<file path="src/design/aabb_pkg.sv">
package aabb_pkg;

    // table size and derived widths
    localparam int BOX_ENTRIES = 64;
    localparam int IDX_W       = $clog2(BOX_ENTRIES);
    localparam int COORD_W     = 16;
    localparam int CAND_W      = COORD_W + 1;

    typedef logic signed [COORD_W-1:0] t_coord;
    typedef logic signed [CAND_W-1:0]  t_cand;
    typedef logic [IDX_W-1:0]          t_idx;

    // one box table word
    typedef struct packed {
        t_coord min_x;
        t_coord min_y;
        t_coord min_z;
        t_coord max_x;
        t_coord max_y;
        t_coord max_z;
    } t_box;

    // item opcodes; code 3 is ignored
    typedef enum logic [1:0] {
        OP_WRITE  = 2'd0,
        OP_MOVE   = 2'd1,
        OP_SETPOS = 2'd2
    } t_op;

    typedef enum logic [1:0] {
        ST_IDLE,
        ST_SCAN,
        ST_LAST,
        ST_DONE
    } t_state;

    // control from the sequencer to the checker
    typedef struct packed {
        logic clr;
        logic issue;
        logic ent_valid;
    } t_scan_ctl;

endpackage

</file>
<file path="src/design/aabb_scan.sv">
module aabb_scan (
    input  logic                 i_clk,
    input  logic                 i_rst_n,
    input  aabb_pkg::t_scan_ctl  i_ctl,
    input  aabb_pkg::t_box       i_box,
    input  aabb_pkg::t_cand      i_cx,
    input  aabb_pkg::t_cand      i_cy,
    input  aabb_pkg::t_cand      i_cz,
    input  aabb_pkg::t_coord     i_px,
    input  aabb_pkg::t_coord     i_py,
    input  aabb_pkg::t_coord     i_pz,
    output logic                 o_x_blocked,
    output logic                 o_z_blocked
);
    import aabb_pkg::*;

    logic r_pend;
    logic r_vbit;
    logic r_xb, n_xb;
    logic r_zb, n_zb;

    logic cin_x, cin_y, cin_z;
    logic pin_x, pin_y, pin_z;
    logic hit;

    // strict open-interval test on one axis, 17-bit exact
    function automatic logic in_open(t_coord lo, t_coord hi, t_cand p);
        return (t_cand'(lo) < p) && (t_cand'(hi) > p);
    endfunction

    // these are registered alongside the read, so read data lines up with them
    always_ff @(posedge i_clk) begin
        if (!i_rst_n) begin
            r_pend <= 1'b0;
            r_vbit <= 1'b0;
        end else begin
            r_pend <= i_ctl.issue;
            r_vbit <= i_ctl.ent_valid;
        end
    end

    // per-axis containment of candidate and of current position
    always_comb begin
        cin_x = in_open(i_box.min_x, i_box.max_x, i_cx);
        cin_y = in_open(i_box.min_y, i_box.max_y, i_cy);
        cin_z = in_open(i_box.min_z, i_box.max_z, i_cz);
        pin_x = in_open(i_box.min_x, i_box.max_x, t_cand'(i_px));
        pin_y = in_open(i_box.min_y, i_box.max_y, t_cand'(i_py));
        pin_z = in_open(i_box.min_z, i_box.max_z, t_cand'(i_pz));
        hit   = r_pend && r_vbit && cin_x && cin_y && cin_z;
    end

    // blocked flags collect over the whole table
    always_comb begin
        n_xb = r_xb | (hit & cin_x & pin_y & pin_z);
        n_zb = r_zb | (hit & pin_x & pin_y & cin_z);
        if (i_ctl.clr) begin
            n_xb = 1'b0;
            n_zb = 1'b0;
        end
    end

    always_ff @(posedge i_clk) begin
        if (!i_rst_n) begin
            r_xb <= 1'b0;
            r_zb <= 1'b0;
        end else begin
            r_xb <= n_xb;
            r_zb <= n_zb;
        end
    end

    assign o_x_blocked = r_xb;
    assign o_z_blocked = r_zb;

endmodule

</file>
<file path="config.mk">
export PLATFORM = sky130hd
export DESIGN_NAME = aabb_scan
export DESIGN_NICKNAME = d
export VERILOG_FILES = /design/src/design/aabb_pkg.sv /design/src/design/aabb_scan.sv
export SDC_FILE = /design/constraint.sdc
export NUM_CORES = 1
export LEC_CHECK = 0
export BUFFER_PORTS_ARGS = -buffer_cell sky130_fd_sc_hd__buf_4
export CORE_AREA = 2 2 110 112
export CTS_CLUSTER_DIAMETER = 100
export DETAILED_ROUTE_END_ITERATION = 8
export DIE_AREA = 0 0 112 114
export GPL_TIMING_DRIVEN = 0
export PLACE_DENSITY = 0.73
export SLEW_MARGIN = 20
export SYNTH_ARGS = -nofsm -noshare
export SYNTH_HDL_FRONTEND = slang
export SYNTH_SLANG_ARGS = --single-unit
</file>
<file path="constraint.sdc">
create_clock -name i_clk -period 3.01 [get_ports i_clk]
set_input_delay 0.301 -clock i_clk [delete_from_list [all_inputs] [get_ports i_clk]]
set_output_delay 0.301 -clock i_clk [all_outputs]
set_load 0.1 [all_outputs]
</file>
==> flow_summary.toml <==
[yosys]
synth_top_area_share_pct = 51.84
yosysSeqAreaShare_pct = 1.728
synth.distinct_cells = 44
synth_fp_nets = 998
yosys-top-cells-area = "ha_1 52%, inv_1 8.5%, a21oi_1 6.0%"
yosysWarnings = 0
synth_seq_cells = 4
postSynthCellCount = 606
syn_area_per_cell_um2 = 7.648
yosys.area.top_type = "ha_1"
syn-cell-area_mm2 = 0.004634

[timing]
fmaxAchievable_ghz = 0.4039
rsz0062_at_grt = "false"
slew_violations = 0
setup_viol = 0
skew_ns = 0.0006945
finalCriticalPeriod_ns = 2.476
timing.final.crit_share_pct = 82.25
hold_violations = 0
tightest_slew_ns = 0.6423
slew_headroom_pct = 56.08
setup-tns-final_ns = 0

[setup_path]
endpoint_kind = "register"
path_class = "input port to register"
startpoint_type = "input port"
rrSetupSlack_ns = 1.34
path_max_fanout = 2
crit_arrival_ns = 2.63
reg2reg_from = "r_vbit$_SDFF_PN0_"
critical_path_required_ns = 3.17
crit_start = "i_cx[2]"

[pwr]
ir_drop_v = 0.0001289
p_per_area_mw_per_mm2 = 167.0
total_power_mw = 1.069
p_leak_nw = 3.670

[route]
drtPass1Iterations = 4
wirelength_um = 13750
viasPerCell = 5.165
drtIter0Drc = 148
wl_per_cell_um = 14.36
drtAntennaViolNets = 0
drc_errors = 0
vias = 4943

[finish]
fin_nets = 1204
fillers = 1181
antenna_cells = 0
final-instance-count-excl-fill = 957
register_area_um2 = 80.08
design_area_mm2 = 0.006402
areaGrowthSynthToFinish_pct = 38.15
multiInputGateArea_mm2 = 0.004160
drive_above_1_share_pct = 25.93
utilization_pct = 54.67

[clock_tree]
h-tree-depth = 1
cts_tree = "yes"
clk_path_buf_depth = 2
cts_hold_buf = 0
post_cts_buffers = 0
worstSkewPairLatency_ns = 0.22
cts_resized = 0
cts-root-buf = "clkbuf_16"
cts_sinks = 4
clk_pin_slew_ns = 0.03
cts_buffers = 3

[floorplanning]
die_area_mm2 = 0.01277
fp.dieH_um = 114
start_util_pct = 39.57
io_pins = 202
rows = 40
die_w_um = 112
coreArea_mm2 = 0.01171

[min_path]
hp-start = "i_ctl[0]"
hp-class = "input port to register"

[place]
dp_hpwl_um = 12950
port_buffers = 201
gp_congestion = 0.8389
dp_cells = 954
placed_cell_area_mm2 = 0.006327

[status]
status = "completed"

[grt]
grt_overflow = 0
grt_pass1_vias = 5070
grt_pass1_wl_um = 22380
grtUsageTotal_pct = 21.04
antenna_found_initial = 0
grt_max_degree = 5

[run]
max-cap-violations = 0
Yosys cell counts (all sizes together):
library cell and instances:
ha 192, inv 105, a21oi 56, nand2 34
nand4 33, o21ai 32, nor2 27, a21o 21
nand3 15, a211oi 10, nor2b 10, nor3 9
o211ai 9, nand2b 7, a2111oi 6, or4 5
a31oi 4, dfxtp 4, mux2i 3, and2 2
mux2 2, o21a 2, or3 2, a211o 1
a21boi 1, a222oi 1, a22oi 1, a311o 1
a41oi 1, and2b 1, nand3b 1, nor4 1
nor4b 1, o2111ai 1, o21bai 1, o221ai 1
o31ai 1, o32a 1, or2 1
logic make-up (layout without fill, tap and decap cells):
family | after synthesis | count (layout) | synth area share [%]
buffers and inverters | 105 | 309 | 8.504
flip-flops | 4 | 4 | 1.728
adder cells (fa/ha/maj) | 192 | 192 | 51.84
AND/OR/NAND/NOR | 149 | 149 | 16.50
AO/OA/AOI/OAI | 151 | 151 | 20.30
multiplexers | 5 | 5 | 1.134
flip-flops by register name (all words and copies together) (netlist names):
signal and cells:
r_vbit 1, r_pend 1, o_x_blocked 1, o_z_blocked 1
through the flow:
step,hold WS (ns),setup slack [ns]
2_1_floorplan,0.4227,0.6308
3_3_place_gp,0.4394,0.2977
3_5_place_dp,0.4435,0.2708
4_1_cts,0.2995,0.5052
5_1_grt,0.3053,0.4107
6_report,0.3038,0.5342
final cells by class:
type / count / area share, %
multi-input cells: 497 / 64.98
repair buffers: 201 / 23.57
inverters: 105 / 6.156
well taps: 147 / 2.873
flip-flops and latches: 4 / 1.251
clock buffers: 3 / 1.173
path summary, 6_finish.rpt:
kind / end / depth (start not counted)
min reg2reg: o_z_blocked$_SDFF_PP0_ / 2
max reg2reg: o_z_blocked$_SDFF_PP0_ / 7
max: o_z_blocked$_SDFF_PP0_ / 11
min: r_vbit$_SDFF_PN0_ / 2
critical path, cell delays in order:
cell	delay, ns
buf_4	0.11
inv_1	0.08
ha_1	0.24
a21oi_1	0.14
o21ai_1	0.08
a31oi_1	0.22
o21ai_1	0.14
a211oi_1	0.28
mux2_1	0.36
or4_4	0.55
o21ai_2	0.13
power by group:
part           switching (mW)  internal [mW]  leakage, nW
sequential           0.000327         0.0548       0.0328
combinational           0.387          0.421         3.60
clock                  0.0364          0.170       0.0370
placed cells by master, fill, tap and decap left out, types with 2 or more instances in the layout:
cell type,instances
buf_4,201
ha_1,192
inv_1,105
a21oi_1,56
nand2_1,34
nand4_1,33
o21ai_0,28
nor2_1,27
a21o_1,21
nand3_1,15
nor2b_1,10
o211ai_1,9
a211oi_1,9
nor3_1,9
nand2b_1,7
a2111oi_0,6
a31oi_1,4
or4_1,4
dfxtp_1,4
mux2i_1,3
clkbuf_16,3
o21a_1,2
o21ai_1,2
or3_1,2
o21ai_2,2
and2_1,2
per-layer routing:
metal  vias up  GRT usage, %  part of all wire (%)
li1       2643             -                     -
met1      2170         26.53                    46
met2       124         39.88                    49
met3         6         2.125                   5.2
met4         0         2.520                  0.54
met5         -             0                     0
Power figures use the tool's default switching activity.
